`config.mk`:
```
export PLATFORM = sky130hd
export DESIGN_NAME = fast_atan2_approx
export DESIGN_NICKNAME = d
export VERILOG_FILES = /design/src/hdl/fata_pkg.sv /design/src/hdl/fast_atan2_approx.sv
export SDC_FILE = /design/constraint.sdc
export NUM_CORES = 2
export LEC_CHECK = 0
export ABC_AREA = 1
export BUFFER_PORTS_ARGS = -buffer_cell sky130_fd_sc_hd__buf_2
export CORE_ASPECT_RATIO = 1.1
export CORE_MARGIN = 4
export CORE_UTILIZATION = 60
export DETAILED_ROUTE_END_ITERATION = 10
export GPL_ROUTABILITY_DRIVEN = 1
export PLACE_DENSITY_LB_ADDON = 0.08
export SLEW_MARGIN = 15
export SYNTH_ARGS = -nofsm -noshare
export SYNTH_HDL_FRONTEND = slang
export SYNTH_SLANG_ARGS = --single-unit
export TNS_END_PERCENT = 10
```
`constraint.sdc`:
```
create_clock -name clk -period 20.9 [get_ports clk]
set_input_delay 2.09 -clock clk [delete_from_list [all_inputs] [get_ports clk]]
set_output_delay 2.09 -clock clk [all_outputs]
set_load 0.005 [all_outputs]
```
`src/hdl/fata_pkg.sv`:
```
// ----------------------------------------------------------------------------
// fata_pkg: shared constants and types for the fast atan2 block
// Fixed-point formats, coefficients, pipeline stage map and side-band record.
// ----------------------------------------------------------------------------
package fata_pkg;

  // field widths
  localparam int IN_WIDTH       = 16;
  localparam int ANGLE_FRAC     = 13;
  localparam int ANGLE_WIDTH    = ANGLE_FRAC + 3;
  localparam int IN_DATA_WIDTH  = ((2 * IN_WIDTH + 7) / 8) * 8;
  localparam int OUT_DATA_WIDTH = ((ANGLE_WIDTH + 7) / 8) * 8;

  // ratio magnitude is unsigned Q1.15, quotient magnitude reaches 2^15
  localparam int RATIO_FRAC = 15;
  localparam int QUO_WIDTH  = RATIO_FRAC + 1;
  localparam int SUM_WIDTH  = 15;

  // pipeline stage map
  localparam int S_ABS      = 0;
  localparam int S_CMP      = 1;
  localparam int DIV_FIRST  = 2;
  localparam int S_POLY1    = DIV_FIRST + QUO_WIDTH;
  localparam int S_POLY2    = S_POLY1 + 1;
  localparam int S_PROD     = S_POLY2 + 1;
  localparam int S_OUT      = S_PROD + 1;
  localparam int NUM_STAGES = S_OUT + 1;

  // polynomial coefficients in Q0.15 and pi/4 in Q1.15
  localparam logic [SUM_WIDTH-1:0] COEF_A     = SUM_WIDTH'(8018);
  localparam logic [SUM_WIDTH-1:0] COEF_B     = SUM_WIDTH'(2173);
  localparam logic [QUO_WIDTH-1:0] QUARTER_PI = QUO_WIDTH'(25736);
  localparam logic [QUO_WIDTH-1:0] RATIO_ONE  = QUO_WIDTH'(2 ** RATIO_FRAC);
  localparam logic [QUO_WIDTH-1:0] RATIO_MAX  = QUO_WIDTH'(2 ** RATIO_FRAC - 1);

  // pi and pi/2 rounded to nearest in the angle format
  localparam logic [63:0] PI_Q60    = 64'h3243_F6A8_885A_308D;
  localparam logic [63:0] PI_FULL   =
    (PI_Q60 + (64'd1 << (59 - ANGLE_FRAC))) >> (60 - ANGLE_FRAC);
  localparam logic [63:0] HALF_FULL =
    (PI_Q60 + (64'd1 << (60 - ANGLE_FRAC))) >> (61 - ANGLE_FRAC);
  localparam logic [ANGLE_WIDTH-1:0] PI_Q      = PI_FULL[ANGLE_WIDTH-1:0];
  localparam logic [ANGLE_WIDTH-1:0] HALF_PI_Q = HALF_FULL[ANGLE_WIDTH-1:0];

  // per-item flags that ride along with the data
  typedef struct packed {
    logic x_neg;
    logic y_neg;
    logic swap;   // x/y branch taken
    logic zero;   // zero vector
    logic neg;    // ratio is negative
  } side_t;

endpackage

```
`src/hdl/fast_atan2_approx.sv`:
```
// ----------------------------------------------------------------------------
// fast_atan2_approx: pipelined fixed-point atan2
// Vector (x, y) in, angle in signed Q3.13 radians out, one transfer per cycle while m_tready is high.
// ----------------------------------------------------------------------------
// Usage
//   s_* channel carries one vector per transfer, m_* channel one angle.
//   The ratio of the smaller to the larger magnitude comes from a restoring
//   divider with one quotient bit per stage (16 stages), followed by three
//   polynomial stages and a quadrant correction stage.
//   Throughput: one item per cycle while the receiver keeps m_tready high.
//   Every stage carries its own valid bit; a stage loads when it is empty or
//   when the stage after it moves on, so bubbles are squeezed out and input
//   is still taken while a finished angle waits at the output.
//   When the receiver stalls, the pipeline fills up and s_tready drops once
//   every stage holds an item; nothing is dropped or repeated.
//   Reset (rst, synchronous) clears all valid bits; data registers keep
//   whatever they hold.
//   The zero vector gives angle 0.
// ----------------------------------------------------------------------------
module fast_atan2_approx (
  input  logic                                clk,
  input  logic                                rst,
  input  logic                                s_tvalid,
  output logic                                s_tready,
  // fields from bit 0: x_component[15:0], y_component[15:0]
  input  logic [fata_pkg::IN_DATA_WIDTH-1:0]  s_tdata,
  output logic                                m_tvalid,
  input  logic                                m_tready,
  // fields from bit 0: angle[15:0]
  output logic [fata_pkg::OUT_DATA_WIDTH-1:0] m_tdata
);

  localparam int IW  = fata_pkg::IN_WIDTH;
  localparam int AW  = fata_pkg::ANGLE_WIDTH;
  localparam int QW  = fata_pkg::QUO_WIDTH;
  localparam int SW  = fata_pkg::SUM_WIDTH;
  localparam int RF  = fata_pkg::RATIO_FRAC;
  localparam int NS  = fata_pkg::NUM_STAGES;
  localparam int MSH = 30 - fata_pkg::ANGLE_FRAC;

  // stage valid bits and load enables
  logic [NS-1:0] vld;
  logic [NS:0]   load;

  // occupancy chain: a stage loads when empty or when its successor loads
  always_comb begin
    load[NS] = m_tready;
    for (int i = NS - 1; i >= 0; i--) begin
      load[i] = !vld[i] || load[i+1];
    end
  end

  assign s_tready = load[0];
  assign m_tvalid = vld[NS-1];

  always_ff @(posedge clk) begin
    if (rst) begin
      vld <= '0;
    end else begin
      if (load[0]) begin
        vld[0] <= s_tvalid;
      end
      for (int i = 1; i < NS; i++) begin
        if (load[i]) begin
          vld[i] <= vld[i-1];
        end
      end
    end
  end

  // stage 0: magnitudes and signs
  logic [IW-1:0] in_x;
  logic [IW-1:0] in_y;
  logic [IW-1:0] ab_x;
  logic [IW-1:0] ab_y;
  logic          ab_xs;
  logic          ab_ys;

  assign in_x = s_tdata[IW-1:0];
  assign in_y = s_tdata[2*IW-1:IW];

  always_ff @(posedge clk) begin
    if (load[fata_pkg::S_ABS]) begin
      ab_x  <= in_x[IW-1] ? (~in_x + IW'(1)) : in_x;
      ab_y  <= in_y[IW-1] ? (~in_y + IW'(1)) : in_y;
      ab_xs <= in_x[IW-1];
      ab_ys <= in_y[IW-1];
    end
  end

  // divider register chain, index 0 is the compare stage
  logic [IW-1:0]         dv_rem  [QW+1];
  logic [IW-1:0]         dv_den  [QW+1];
  logic [QW-1:0]         dv_quo  [QW+1];
  fata_pkg::side_t       dv_side [QW+1];

  // stage 1: branch select, numerator and denominator
  logic cmp_swap;
  assign cmp_swap = !(ab_x > ab_y);

  always_ff @(posedge clk) begin
    if (load[fata_pkg::S_CMP]) begin
      dv_rem[0]        <= cmp_swap ? ab_x : ab_y;
      dv_den[0]        <= cmp_swap ? ab_y : ab_x;
      dv_quo[0]        <= '0;
      dv_side[0].x_neg <= ab_xs;
      dv_side[0].y_neg <= ab_ys;
      dv_side[0].swap  <= cmp_swap;
      dv_side[0].zero  <= cmp_swap ? (ab_y == '0) : (ab_x == '0);
      dv_side[0].neg   <= ab_xs ^ ab_ys;
    end
  end

  // restoring divider, one quotient bit per stage, msb first
  for (genvar k = 0; k < QW; k++) begin : g_div
    logic [IW:0] sh;
    logic [IW:0] diff;
    logic        ge;

    if (k == 0) begin : g_first
      assign sh = {1'b0, dv_rem[k]};
    end else begin : g_next
      assign sh = {dv_rem[k], 1'b0};
    end

    assign diff = sh - {1'b0, dv_den[k]};
    assign ge   = (sh >= {1'b0, dv_den[k]});

    always_ff @(posedge clk) begin
      if (load[fata_pkg::DIV_FIRST+k]) begin
        dv_rem[k+1]  <= ge ? diff[IW-1:0] : sh[IW-1:0];
        dv_den[k+1]  <= dv_den[k];
        dv_quo[k+1]  <= {dv_quo[k][QW-2:0], ge};
        dv_side[k+1] <= dv_side[k];
      end
    end
  end

  // poly stage 1: saturate ratio, s = C1 + C2*a
  logic [QW-1:0]    p1_a_in;
  logic [QW+SW-1:0] p1_prod;
  logic [QW-1:0]    p1_a;
  logic [SW-1:0]    p1_s;
  fata_pkg::side_t  p1_side;

  assign p1_a_in = (!dv_side[QW].neg && dv_quo[QW][QW-1]) ? fata_pkg::RATIO_MAX
                                                          : dv_quo[QW];
  assign p1_prod = fata_pkg::COEF_B * p1_a_in;

  always_ff @(posedge clk) begin
    if (load[fata_pkg::S_POLY1]) begin
      p1_a    <= p1_a_in;
      p1_s    <= fata_pkg::COEF_A + p1_prod[RF +: SW];
      p1_side <= dv_side[QW];
    end
  end

  // poly stage 2: t = (1 - a) * s
  logic [QW-1:0]    p2_comp;
  logic [QW+SW-1:0] p2_prod;
  logic [QW-1:0]    p2_a;
  logic [SW-1:0]    p2_t;
  fata_pkg::side_t  p2_side;

  assign p2_comp = fata_pkg::RATIO_ONE - p1_a;
  assign p2_prod = p2_comp * p1_s;

  always_ff @(posedge clk) begin
    if (load[fata_pkg::S_POLY2]) begin
      p2_a    <= p1_a;
      p2_t    <= p2_prod[RF +: SW];
      p2_side <= p1_side;
    end
  end

  // poly stage 3: magnitude = a * (pi/4 + t)
  logic [QW:0]     p3_p;
  logic [2*QW:0]   p3_prod;
  logic [AW-1:0]   p3_mag;
  fata_pkg::side_t p3_side;

  assign p3_p    = {1'b0, fata_pkg::QUARTER_PI} + {{(QW + 1 - SW){1'b0}}, p2_t};
  assign p3_prod = p2_a * p3_p;

  always_ff @(posedge clk) begin
    if (load[fata_pkg::S_PROD]) begin
      p3_mag  <= p3_prod[MSH +: AW];
      p3_side <= p2_side;
    end
  end

  // output stage: sign and quadrant correction
  logic [AW-1:0] oc_at;
  logic [AW-1:0] angle_next;
  logic [AW-1:0] angle;

  assign oc_at = p3_side.neg ? (~p3_mag + AW'(1)) : p3_mag;

  always_comb begin
    priority if (p3_side.zero) begin
      angle_next = '0;
    end else if (p3_side.swap) begin
      angle_next = p3_side.y_neg ? (~fata_pkg::HALF_PI_Q + AW'(1) - oc_at)
                                 : (fata_pkg::HALF_PI_Q - oc_at);
    end else if (p3_side.x_neg) begin
      angle_next = p3_side.y_neg ? (oc_at - fata_pkg::PI_Q)
                                 : (oc_at + fata_pkg::PI_Q);
    end else begin
      angle_next = oc_at;
    end
  end

  always_ff @(posedge clk) begin
    if (load[fata_pkg::S_OUT]) begin
      angle <= angle_next;
    end
  end

  assign m_tdata = fata_pkg::OUT_DATA_WIDTH'(angle);

endmodule
```
# Word level (Yosys, flattened, before mapping)
# Memories as Yosys holds them, arrays and structs flattened.
# Cells that the tools add are included.
# word_totals
output_inout_bits	18
ramBits	901
reg_bits	165
mem_count	4
elab_cells	213
# classes
multipliers	3
bitwise	4
addsub	26
n_reduce_logical	49
n_mux	61
magnitude_cmp	17
# memory_table
memory	words	width	rd	rd_clocked_by_memory_dff	write_ports	line_no	text
dv_den	17	16	16	0	17	fast_atan2_approx.sv:93	logic [IW-1:0] dv_den [QW+1];
dv_quo	17	16	17	0	17	fast_atan2_approx.sv:94	logic [QW-1:0] dv_quo [QW+1];
dv_rem	17	16	16	0	17	fast_atan2_approx.sv:92	logic [IW-1:0] dv_rem [QW+1];
dv_side	17	5	17	0	17	fast_atan2_approx.sv:95	fata_pkg::side_t dv_side [QW+1];
# op_table
cell	n
16-bit 2-to-1 mux	24
16-bit subtractor	16
17-bit by 16-bit greater-or-equal comparator with 1-bit output	15
16-bit by 1-bit adder with 16-bit output, second input constant	3
16-bit inverter	3
1-bit 2-to-1 mux	35
16-bit logical NOT	2
16-bit by 16-bit multiplier with 32-bit output	1
16-bit subtractor, first input constant	2
16-bit by 15-bit multiplier with 30-bit output	1
15-bit 2-to-1 mux	2
12-bit by 16-bit multiplier with 28-bit output, first input constant	1
1-bit logical NOT	24
1-bit logical OR	22
15-bit by 15-bit adder with 16-bit output, first input constant	1
16-bit by 15-bit adder with 16-bit output, second input constant	1
16-bit greater-or-equal comparator	1
16-bit > comparator	1
14-bit by 16-bit subtractor with 16-bit output, first input constant	1
16-bit by 15-bit subtractor with 16-bit output, second input constant	1
13-bit by 13-bit adder with 14-bit output, first input constant	1
1-bit logical AND	1
1-bit bitwise XOR	1

# Longest topological paths before layout
# depth
ltp_word	24
mapped_depth	37
ltp_nobuf	36

# Worst setup path after synthesis
# OpenSTA, ideal clock, no wires.
# synth_path
path_kind	in2out
start	in m_tready
end	out s_tready
arrival_ps	8208
slack_ps	10602
required_ps	18810
path_stages	12
path_cell_list	inv_1 > nand3_2 > nor2_2 > nand4_2 > nor2_2 > nand4_2 > nor2_2 > nand4_2 > nor2_2 > nand4_4 > nor2_4 > nand4_2
# synth_via
elab_chain_len	22
# synth_lines
element	line_no	text
start, declared	fast_atan2_approx.sv:28	input logic m_tready,
1-bit logical OR (2 in a row)	fast_atan2_approx.sv:49	load[i] = !vld[i] || load[i+1];
named net load[20]	fast_atan2_approx.sv:43	logic [NS:0] load;
1-bit logical OR (4 in a row)	fast_atan2_approx.sv:49	
named net load[16]	fast_atan2_approx.sv:43	
1-bit logical OR (4 in a row)	fast_atan2_approx.sv:49	
named net load[12]	fast_atan2_approx.sv:43	
1-bit logical OR (4 in a row)	fast_atan2_approx.sv:49	
named net load[8]	fast_atan2_approx.sv:43	
1-bit logical OR (4 in a row)	fast_atan2_approx.sv:49	
named net load[4]	fast_atan2_approx.sv:43	
1-bit logical OR (4 in a row)	fast_atan2_approx.sv:49	
end, declared	fast_atan2_approx.sv:24	output logic s_tready,
# The timed path passes the listed nets, and every way through them passes these cells.

# Final worst setup path
# Same ends and word-level chain as after synthesis.

==> key figures <==
GRT
  – Largest net degree at the start of global routing: between 50 and 60
  – Initial antenna violation count: 1
  – Grt ovf: 0
  – GRT Overall Usage: 0.256
  – First-pass GRT wire length: 227000 microns
  – Vias in the first global route: about 43000

Placed design
  – Final GP Congestion: roughly 0.95
  – Post-DP HPWL: around 110000 microns
  – Port bufs: 53
  – Place WS: ~13 ns

Setup path
  – Critical path peak fanout: 54
  – R2R Setup Slk: about 13 ns
  – Worst Setup Path Type: input pin to output port
  – CP max stage delay: 0.53 ns
  – CP max stage cell: nand3_2
  – Setup crit start kind: input pin
  – Worst EP required: ~19 ns
  – Crit path arrival time: slightly above 6 ns
  – Critical path endpoint category: output port
  – CP Cell Sequence: buf_2, inv_1, nand3_2, nor2_2, nand4_4, buf_4, nor2_2, nand4_2, buf_4, nor2_2, nand4_2, nor2_2, nand4_4, buf_4, nor2_4, nand4_2, buf_4, buf_2
  – CP delay by family, top: simple AND/OR/NAND/NOR gates
  – Buffer and inverter count on the worst path: 7

Drt
  – Routed WL per cell: 17.7 microns
  – Iteration count of the initial detailed-routing pass: 9
  – Vias per cell: ~5.5
  – First DRT Iteration DRCs: 2645
  – Remaining routing DRC violations: 0
  – Routed wire length: about 140000 microns
  – Vias after detailed routing: approximately 43000
  – Final antenna-violating net count: 0

Job
  – Max-Cap Viols: 0

Logic synthesis
  – Cell Area, Synth: 63300 sq um
  – Syn Area/Cell: 9.90 sq um
  – Register area share after synthesis: 0.422
  – Number of flops mapped to enable cells by yosys: about 870
  – Netlist cell types: just under 60
  – Post-synth top area share: 0.415
  – Mapped Nets: 7453
  – Synthesis-stage register bit count: 896
  – Ys flop type: edfxtp_1
  – Complex-gate fraction of the synthesized area: 0.0820
  – Ys Warns: 0
  – Post-synth top area cell: edfxtp_1
  – Mux contribution to synthesized area: 0
  – Async S/R FF share, synth: 0
  – Synth Area in XOR/XNOR: 0.0404
  – Simple-gate share of the synthesized area: 0.122
  – Largest family of logic cells by synthesized area: adder cells
  – Synthesized instance count: roughly 6400
  – Synth top area cells: edfxtp_1 41%, fa_1 14%, ha_1 12%
  – Adder-cell share of the synthesized area: 0.255

STA
  – RSZ-0062 raised after global routing: no
  – Slew Limit Fails: 0
  – Final setup fails: 0
  – Slew headroom: 0.290
  – Final WS setup: between 10 and 15 ns
  – Setup Skew: 0.0276 ns
  – Tcrit/Tclk final: 0.389
  – Max Fclk: ~120 MHz
  – Min Tclk post-route: a little over 8 ns
  – Hold Vio Cnt, Final: 0
  – Setup TNS: 0 ns
  – Worst-margin pin slew: 1.06 ns

Cells and area
  – Highest-count cells in the layout ignoring fill and taps: 1183 x inv_1, 1152 x nand2_1, 874 x edfxtp_1, 587 x ha_1, 447 x nor2_1
  – Most common cell after layout, fill and taps aside: inv_1
  – Nets: between 7000 and 8000
  – Layout cells sized above 1: 0.0415
  – Synth-to-Final Area Change: 7.62%

CTS
  – Setup Fix Bufs, Post-CTS: 0
  – Post-CTS resize count: 0
  – CTS clk-pin slew, worst paths: 0.06 ns
  – CTS max path bufs: 3
  – Clk Tree Root Cell: clkbuf_16
  – Cts hold-fix bufs: 0
  – CTS sink cnt: about 900
  – CTS tree: built
  – H-Tree Depth: 3
  – Worst skew pair latency: around 0.67 ns
  – Inserted Clock Buffers: around 90

Die
  – Die width: about 320 microns
  – IO Pins: 54
  – Die area: 111000 sq um
  – Die H: between 300 and 400 microns
  – Core area: ~100000 sq um
  – Std cell rows: ~120
  – Initial Util: 0.607

Min path
  – Path category of the worst min-delay check: flop to flop

Status
  – Status: finished clean
==> logic make-up after synthesis <==
kind of cell,count (synthesis)
simple gates,1900
xor+xnor,292
flops,896
compound gates,963
fa+ha+maj,1025
buf+inv,1316
==> routing by layer <==
metal	track usage	part of all wire	up-vias
met4	0.0950	0.037	0
met1	0.307	0.40	20753
met5	0	0	-
met3	0.0284	0.042	321
met2	0.475	0.52	1064
li1	-	-	21054
==> registers in the layout (all words and copies together) (netlist names), 14 cells and up <==
register,cells
dv_side,85
vld,22
p3_mag,15
dv_quo,136
m_tdata,16
p2_a,16
ab_y,16
dv_rem,256
p1_s,14
p1_a,16
p2_t,15
ab_x,16
dv_den,256
==> cells in the mapped netlist, types with 22 or more instances <==
cell type and count:
a21oi_1 415, nor3_1 55, o21ai_1 24, o21ai_0 399
xnor2_1 140, dfxtp_1 22, nor2_1 447, edfxtp_1 874
nand3_1 136, inv_1 1188, nand4_1 40, nand2_1 1154
clkbuf_1 79, fa_1 438, ha_1 587, xor2_1 152
==> metrics by stage <==
stage	area, sq um	util	std cells	hold slack (ns)
after CTS	68100	0.653	7910	0.407
after global placement	65000	0.623	7742	0.400
after detailed placement	65000	0.623	7742	0.405
after floorplan	63300	-	6392	0.400
final	68100	0.653	7911	0.404
after global routing	68100	0.653	7910	0.411
==> worst paths after layout <==
path	from	endpoint	depth (start not counted)
hold reg to reg	dv_quo[1][2]$_DFFE_PP_	dv_quo[1][19]$_DFFE_PP_	0
setup reg to reg	p2_t[3]$_DFFE_PP_	p3_mag[11]$_DFFE_PP_	29
setup / recovery	m_tready	s_tready	18
hold / removal	dv_quo[1][2]$_DFFE_PP_	dv_quo[1][19]$_DFFE_PP_	0
==> cell type report <==
class,instances,area [sq um]
fill,8455,36200
clock inverter,62,736
timing repair buffer,71,400
multi-input combinational,4180,31600
tap,1386,1730
clock buffer,106,2380
sequential,896,26700
antenna,1,2.50
inverter,1209,4540
Power is not shown: default switching activity piles up to over one toggle a cycle in this logic, so the estimate is an artifact.
